$ cat config.mk
export PLATFORM = sky130hd
export DESIGN_NAME = rpc_nbr_unit
export DESIGN_NICKNAME = d
export VERILOG_FILES = /design/src/rtl/raster_isolated_point_cleanup_defines.svh /design/src/rtl/rpc_pkg.sv /design/src/rtl/rpc_nbr_unit.sv
export SDC_FILE = /design/constraint.sdc
export NUM_CORES = 1
export LEC_CHECK = 0
export BUFFER_PORTS_ARGS = -buffer_cell sky130_fd_sc_hd__buf_2
export CORE_MARGIN = 2
export CORE_UTILIZATION = 51
export DETAILED_ROUTE_END_ITERATION = 12
export PLACE_DENSITY = 0.88
export SYNTH_ARGS = -nofsm -noshare
export SYNTH_HDL_FRONTEND = slang
export SYNTH_SLANG_ARGS = --single-unit
$ cat constraint.sdc
create_clock -name clk -period 3.5 [get_ports clk]
set_input_delay 0.525 -clock clk [delete_from_list [all_inputs] [get_ports clk]]
set_output_delay 0.525 -clock clk [all_outputs]
set_load 0.005 [all_outputs]
$ cat src/rtl/raster_isolated_point_cleanup_defines.svh
// Assertion macros for the raster isolated point cleanup RTL.
`ifndef RASTER_ISOLATED_POINT_CLEANUP_DEFINES_SVH
`define RASTER_ISOLATED_POINT_CLEANUP_DEFINES_SVH

`ifndef ASSERT_OFF

`define RPC_ASSERT(lbl, clk, rst, prop) \
  lbl: assert property (@(posedge clk) disable iff (rst) (prop)) \
    else $error("rpc assertion failed");

`define RPC_ASSERT_NEXT(lbl, clk, rst, ante, cons) \
  lbl: assert property (@(posedge clk) disable iff (rst) (ante) |=> (cons)) \
    else $error("rpc assertion failed");

`else

`define RPC_ASSERT(lbl, clk, rst, prop)
`define RPC_ASSERT_NEXT(lbl, clk, rst, ante, cons)

`endif

`endif

$ cat src/rtl/rpc_pkg.sv
// Types, codes and constants of the raster isolated point cleanup block.
`default_nettype none

package rpc_pkg;

  localparam int PIX_W     = 24;
  localparam int IN_W      = 16;
  localparam int IDX_W     = 8;
  localparam int DIM_W     = 9;
  localparam int CFG_IDX_W = 2;
  localparam int CFG_W     = 16;
  localparam int CNT_W     = 4;
  localparam int TAP_W     = 4;
  localparam int DEL_LIMIT = 6;
  localparam int NBR_COUNT = 8;
  localparam int NBR_SH    = $clog2(NBR_COUNT);
  localparam int SUM_W     = PIX_W + NBR_SH;

  localparam logic [1:0] CMD_WRITE = 2'd0;
  localparam logic [1:0] CMD_RUN   = 2'd1;
  localparam logic [1:0] CMD_READ  = 2'd2;

  localparam logic [CFG_IDX_W-1:0] REG_ROWS = 2'd0;
  localparam logic [CFG_IDX_W-1:0] REG_COLS = 2'd1;
  localparam logic [CFG_IDX_W-1:0] REG_FILL = 2'd2;

  localparam logic [DIM_W-1:0]      ROWS_RESET = 9'd256;
  localparam logic [DIM_W-1:0]      COLS_RESET = 9'd256;
  localparam logic signed [IN_W-1:0] FILL_RESET = -16'sd9999;

  localparam logic [TAP_W-1:0] TAP_CENTER = 4'd0;
  localparam logic [TAP_W-1:0] TAP_LAST   = 4'd8;

  typedef logic signed [PIX_W-1:0] pix_t;

  typedef struct packed {
    logic [1:0]              cmd;
    logic [IDX_W-1:0]        row_index;
    logic [IDX_W-1:0]        col_index;
    logic signed [IN_W-1:0]  pixel_in;
  } in_word_t;

  typedef struct packed {
    logic signed [PIX_W-1:0] pixel_out;
    logic                    pass_done;
  } out_word_t;

  typedef struct packed {
    logic take;
    logic is_center;
  } nbr_ctl_t;

  typedef struct packed {
    logic update;
    pix_t value;
  } nbr_res_t;

  function automatic pix_t to_fixed(logic signed [IN_W-1:0] v, int unsigned sh);
    logic [31:0] w;
    w = 32'(v);
    w = w << sh;
    return w[PIX_W-1:0];
  endfunction

endpackage

`default_nettype wire

$ cat src/rtl/rpc_nbr_unit.sv
// Shared neighborhood unit: classifies one pixel per cycle while ctl.take is set and forms the update.
`default_nettype none

module rpc_nbr_unit
  import rpc_pkg::*;
(
  input  wire logic     clk,
  input  wire nbr_ctl_t ctl,
  input  wire pix_t     data,
  input  wire pix_t     fill_fix,
  output nbr_res_t      res
);

  logic                    center_bad;
  logic [CNT_W-1:0]        bad_cnt;
  logic signed [SUM_W-1:0] sum;
  logic signed [SUM_W-1:0] adj;
  logic signed [SUM_W-1:0] mean;
  logic                    data_bad;

  assign data_bad = (data == '0) || (data == fill_fix);

  always_ff @(posedge clk) begin
    if (ctl.take) begin
      if (ctl.is_center) begin
        center_bad <= data_bad;
        bad_cnt    <= '0;
        sum        <= '0;
      end else if (data_bad) begin
        bad_cnt <= bad_cnt + CNT_W'(1);
      end else begin
        sum <= sum + SUM_W'(data);
      end
    end
  end

  // The mean truncates toward zero, so negative sums are biased before the shift.
  assign adj  = sum + (sum[SUM_W-1] ? SUM_W'(NBR_COUNT - 1) : SUM_W'(0));
  assign mean = adj >>> NBR_SH;

  always_comb begin
    if (center_bad) begin
      res.update = (bad_cnt == '0);
      res.value  = mean[PIX_W-1:0];
    end else begin
      res.update = (bad_cnt >= CNT_W'(DEL_LIMIT));
      res.value  = '0;
    end
  end

endmodule

`default_nettype wire

# Word level (Yosys, flattened, before mapping)
# Cells that the tools add are included.
# W data, S select, Z words.
[classes] eq_ne=2 n_reduce_logical=7 n_mux=4 addsub=3 n_lt_le_gt_ge=1
[op_table] cell="$add A27 B24 Y27" n=1
[op_table] cell="$add A27 B4 Y27" n=1
[op_table] cell="$mux W27" n=1
[op_table] cell="$mux W25" n=1
[op_table] cell="$eq A24 B24 Y1" n=1
[op_table] cell="$logic_not A24 Y1" n=1
[op_table] cell="$reduce_and A2 Y1" n=3
[op_table] cell="$add A4 B1 Y4 const B" n=1
[op_table] cell="$ge A4 B3 Y1 const B" n=1
[op_table] cell="$logic_not A4 Y1" n=1
[op_table] cell="$mux W4" n=1
[op_table] cell="$mux W3" n=1
[op_table] cell="$ne A2 B2 Y1 const B" n=1
[op_table] cell="$reduce_bool A2 Y1" n=1
[op_table] cell="$logic_or A1 B1 Y1" n=1
[totals] in_bits=51 register_bits=32 wordCells=20

# Logic depth before layout (Yosys ltp)
[depth] depth_word=4 mapped_depth=10 mapped_depth_nobuf=10

# Worst setup path after synthesis
# OpenSTA, ideal clock, no wires.
[synth_path] path_type="in2reg" startpoint="input fill_fix[18]" endpoint="register sum[0], enable pin" slack_ns=0.085 path_buffers=0 setup_time_ns=0.453 required_time_ns=3.047 stages=6 arrival_time_ns=2.962 cell_sequence="xnor2_1 -> nand4_1 -> nor4_1 -> nand3_1 -> o21ai_0 -> a21boi_0"
[synth_between] elab_chain_cells=4
[synth_lines] element="from (decl)" line="rpc_nbr_unit.sv:10" text="input wire pix_t fill_fix,"
[synth_lines] element="$eq A24 B24 Y1" line="rpc_nbr_unit.sv:21" text="assign data_bad = (data == '0) || (data == fill_fix);"
[synth_lines] element="$logic_or A1 B1 Y1" line="rpc_nbr_unit.sv:21"
[synth_lines] element="via data_bad" line="rpc_nbr_unit.sv:19" text="logic data_bad;"
[synth_lines] element="$ne A2 B2 Y1 (no source line)"
[synth_lines] element="$reduce_and A2 Y1 (no source line)"
[synth_lines] element="to (signal assigned)" line="rpc_nbr_unit.sv:32" text="sum <= sum + SUM_W'(data);"
[synth_lines] element="to (decl)" line="rpc_nbr_unit.sv:16" text="logic signed [SUM_W-1:0] sum;"
# The timed path passes the listed nets, and every way through them passes these cells.
# A chain may end at the register's enable or synchronous reset.

==> summary.txt <==
Critical path
  – Worst endpoint data arrival time: 2740 ps
  – Sort of element at the start of the critical path: register
  – Required time of the critical path: 2970 ps
  – Crit end category: output port
  – Worst setup path start: sum[5]
  – Worst-path fanout max: 6
  – Worst-case reg-to-reg path depth: 10
  – Worst r2r src: sum[0]
  – Worst setup path category: register to output port

Synthesis
  – Async set-reset flop share out of synthesis: 0%
  – Sequential area share after synthesis: between 20 and 30%
  – Post-Syn Area: approximately 3500 um2
  – Most common cell in the synthesized netlist: sky130_fd_sc_hd__xnor2_1
  – Top cell types by occurrence after synthesis: sky130_fd_sc_hd__xnor2_1, sky130_fd_sc_hd__nand2_1, sky130_fd_sc_hd__edfxtp_1
  – Cells taking the most area after synthesis: sky130_fd_sc_hd__edfxtp_1, sky130_fd_sc_hd__ha_1, sky130_fd_sc_hd__xnor2_1, sky130_fd_sc_hd__xor2_1, sky130_fd_sc_hd__and2_1
  – FF+latch count, synth: 32
  – Dominant synthesized flop cell: sky130_fd_sc_hd__edfxtp_1
  – Number of unique standard cell types used by synthesis: 50
  – Post-Syn Nets: around 500
  – Number of warnings issued by yosys: 0
  – Number of flops mapped to enable cells by yosys: 32
  – Instance count of the mapped netlist: around 400
  – Share of Yosys cell area claimed by the top area cell type: 27.63%
  – Average instance area after synthesis: approximately 8.6 um2
  – Top cell type by total area after synthesis: sky130_fd_sc_hd__edfxtp_1

Floorplan
  – Floorplan die area: between 7000 and 8000 um2
  – Top-Level Pins: 76
  – Core region area: approximately 6700 um2
  – Count of standard-cell rows: 30
  – Die span in y: approximately 87 um
  – Initial Util: a little over half
  – DIE WIDTH: roughly 87 um

Power
  – Portion of total power attributed to sequential cells: between 30% and 40%
  – Share of power burned in the clock network: approximately 23%
  – Lkg Pwr: ~1.7 nW
  – Design internal power: 0.001010 W
  – Net Sw Frac: 36.70%
  – IR drop worst, VDD: approximately 0.00018 V
  – Part of the power in combinational logic: between 40% and 50%
  – Total net switching power: between 0.0005 and 0.0006 W
  – Power per Cell Area: 395.0 nW/um2

Global route
  – GRT Residual Overflow: 0
  – Total routing resource utilization after global routing: between 20% and 30%
  – Global-route wire length before repair: 14360 um
  – Initial antenna violation count: 0
  – Largest net degree at the start of global routing: 38
  – Number of global-route vias before repair: roughly 3000

STA
  – Fmax: 306.1 MHz
  – Hold violation total from the final report: 0
  – Final Cycle Share: between 90 and 100%
  – Remaining max-slew budget at the tightest pin: between 30% and 40%
  – Slew at the pin closest to its max-slew limit: roughly 950 ps
  – Setup tns final: 0 ps
  – Clock period minus final worst setup slack: between 3000 and 4000 ps
  – Setup clock skew after layout: 9.899 ps
  – Final count of negative-setup-slack endpoints: 0
  – Setup repair after global routing missed its margin: no
  – Pins over their slew limit: 0

Clock network
  – CTS Buffer Depth: 2
  – TritonCTS buffer count: 5
  – Root buf cell: sky130_fd_sc_hd__clkbuf_8
  – CTS Hold Bufs: 0
  – # clock sinks: 32
  – Post-CTS setup buffers: 0
  – Number of cells upsized or downsized after cts: 0
  – Clock H-tree levels: 2
  – Clock Latency Late Sink: between 200 and 300 ps
  – Clock edge transition at the registers on the reported setup and hold paths: about 70 ps
  – CTS tree: yes

Route
  – Number of DRC violations after detailed routing: 0
  – Vias per cell: between 5 and 6
  – Average wire per standard cell: around 17 um
  – Wire length reported by the detailed router: between 9000 and 10000 um
  – Length of the first detailed-routing pass in iterations: 5
  – Routed Antenna Nets: 0
  – Number of design-rule violations left by the first detailed-router iteration: roughly 250
  – Count of vias placed by the detailed router: between 3000 and 4000

Cells and area
  – N_diodes: 0
  – Layout-stage area growth over the synthesis result: 16.08%
  – Layout net count: ~560
  – Count of placed standard cells in the final layout, fillers left out: approximately 560
  – Ratio of cells with drive above 1 in the final layout: 19.50%

Placement
  – Post-placement cell count: ~550
  – Port Buffer Count: 75
  – Last weighted congestion value of the routability-driven placer: 0.8885
  – Half-perimeter wire length after placement: about 7400 um

Worst hold path
  – Worst hold path type: input port to register
  – Number of cells on the worst hold path: 2
  – Hold Startpoint: ctl[1]

Outcome
  – Status: finished clean

Run
  – Max_cap viols: 0
==> routing by layer <==
metal	share of wire (%)	up-vias	track usage, %	routed length, um
met2	49	130	41.19	4495
li1	-	1619	-	-
met3	5.0	23	3.238	463
met1	43	1568	32.01	4008
met4	3.1	0	9.375	288
met5	0	-	0	0
==> power by group through the flow <==
| stage | registers, W | clock network [W] | logic [W] |
|---|---|---|---|
| 2_1_floorplan | 0.000537 | 0 | 0.000484 |
| 4_1_cts | 0.000550 | 0.000368 | 0.000669 |
| 5_1_grt | 0.000557 | 0.000380 | 0.000751 |
| 3_5_place_dp | 0.000559 | 0 | 0.000664 |
| 3_3_place_gp | 0.000554 | 0 | 0.000650 |
| 6_report | 0.000552 | 0.000367 | 0.000676 |
==> placed cells by master, fill, tap and decap left out, drive strengths merged, types with 7 or more instances in the layout <==
| cell type | count |
|---|---|
| nand4 | 14 |
| nor2 | 32 |
| ha | 31 |
| a21oi | 22 |
| edfxtp | 32 |
| xnor2 | 40 |
| and2 | 23 |
| o21ai | 17 |
| a21o | 10 |
| nand2 | 34 |
| buf | 76 |
| xor2 | 24 |
| nor2b | 14 |
| nor3 | 7 |
| nand3 | 19 |
| inv | 10 |
| nor4 | 10 |
==> critical path, stage by stage (launching register included) <==
cell and delay [ps]:
sky130_fd_sc_hd__edfxtp_1 480, sky130_fd_sc_hd__nand4_1 170, sky130_fd_sc_hd__nor4_2 540, sky130_fd_sc_hd__nand4_1 320, sky130_fd_sc_hd__nor3_2 370, sky130_fd_sc_hd__nand4_1 150, sky130_fd_sc_hd__xnor2_1 140, sky130_fd_sc_hd__and2_1 150
sky130_fd_sc_hd__buf_2 120
==> per-stage QoR <==
stage | utilization [%] | setup slack [ps] | cell area [um2] | hold WS, ps | power [W]
2_1_floorplan | - | 84.77 | 3478 | 584.5 | 0.001021
3_3_place_gp | 58.76 | 450.2 | 3926 | 610.6 | 0.001204
3_5_place_dp | 58.76 | 324.9 | 3926 | 621.8 | 0.001223
4_1_cts | 60.43 | 261.7 | 4038 | 588.4 | 0.001588
5_1_grt | 60.43 | 88.94 | 4038 | 610.1 | 0.001688
6_report | 60.43 | 233.5 | 4038 | 593.2 | 0.001595
==> logic make-up (layout without fill, tap and decap cells) <==
group	Yosys count	in the layout	synth area share [%]
flops	32	32	27.63
fa+ha+maj	32	32	11.73
buf+inv	22	94	2.410
xor+xnor	64	64	16.12
compound gates	84	84	15.94
mux	2	2	0.7552
simple gates	169	169	25.43
==> sequential cells by signal, summed over array words and instances, names as in the netlist <==
register	count
bad_cnt	4
center_bad	1
sum	27
==> cell type report <==
class	instances	area, um2
Multi-Input combinational cell	351	2445
Clock inverter	3	42.54
Sequential cell	32	960.9
Clock buffer	5	68.82
Fill cell	548	2644
Inverter	10	37.54
Timing Repair Buffer	76	382.9
Tap cell	80	100.1
==> final timing paths <==
check                    end  slack (ps)
setup / recovery     res[23]         230
hold / removal    center_bad         590
setup reg to reg     sum[24]         580
hold reg to reg   bad_cnt[0]         650
Power figures use the tool's default switching activity.
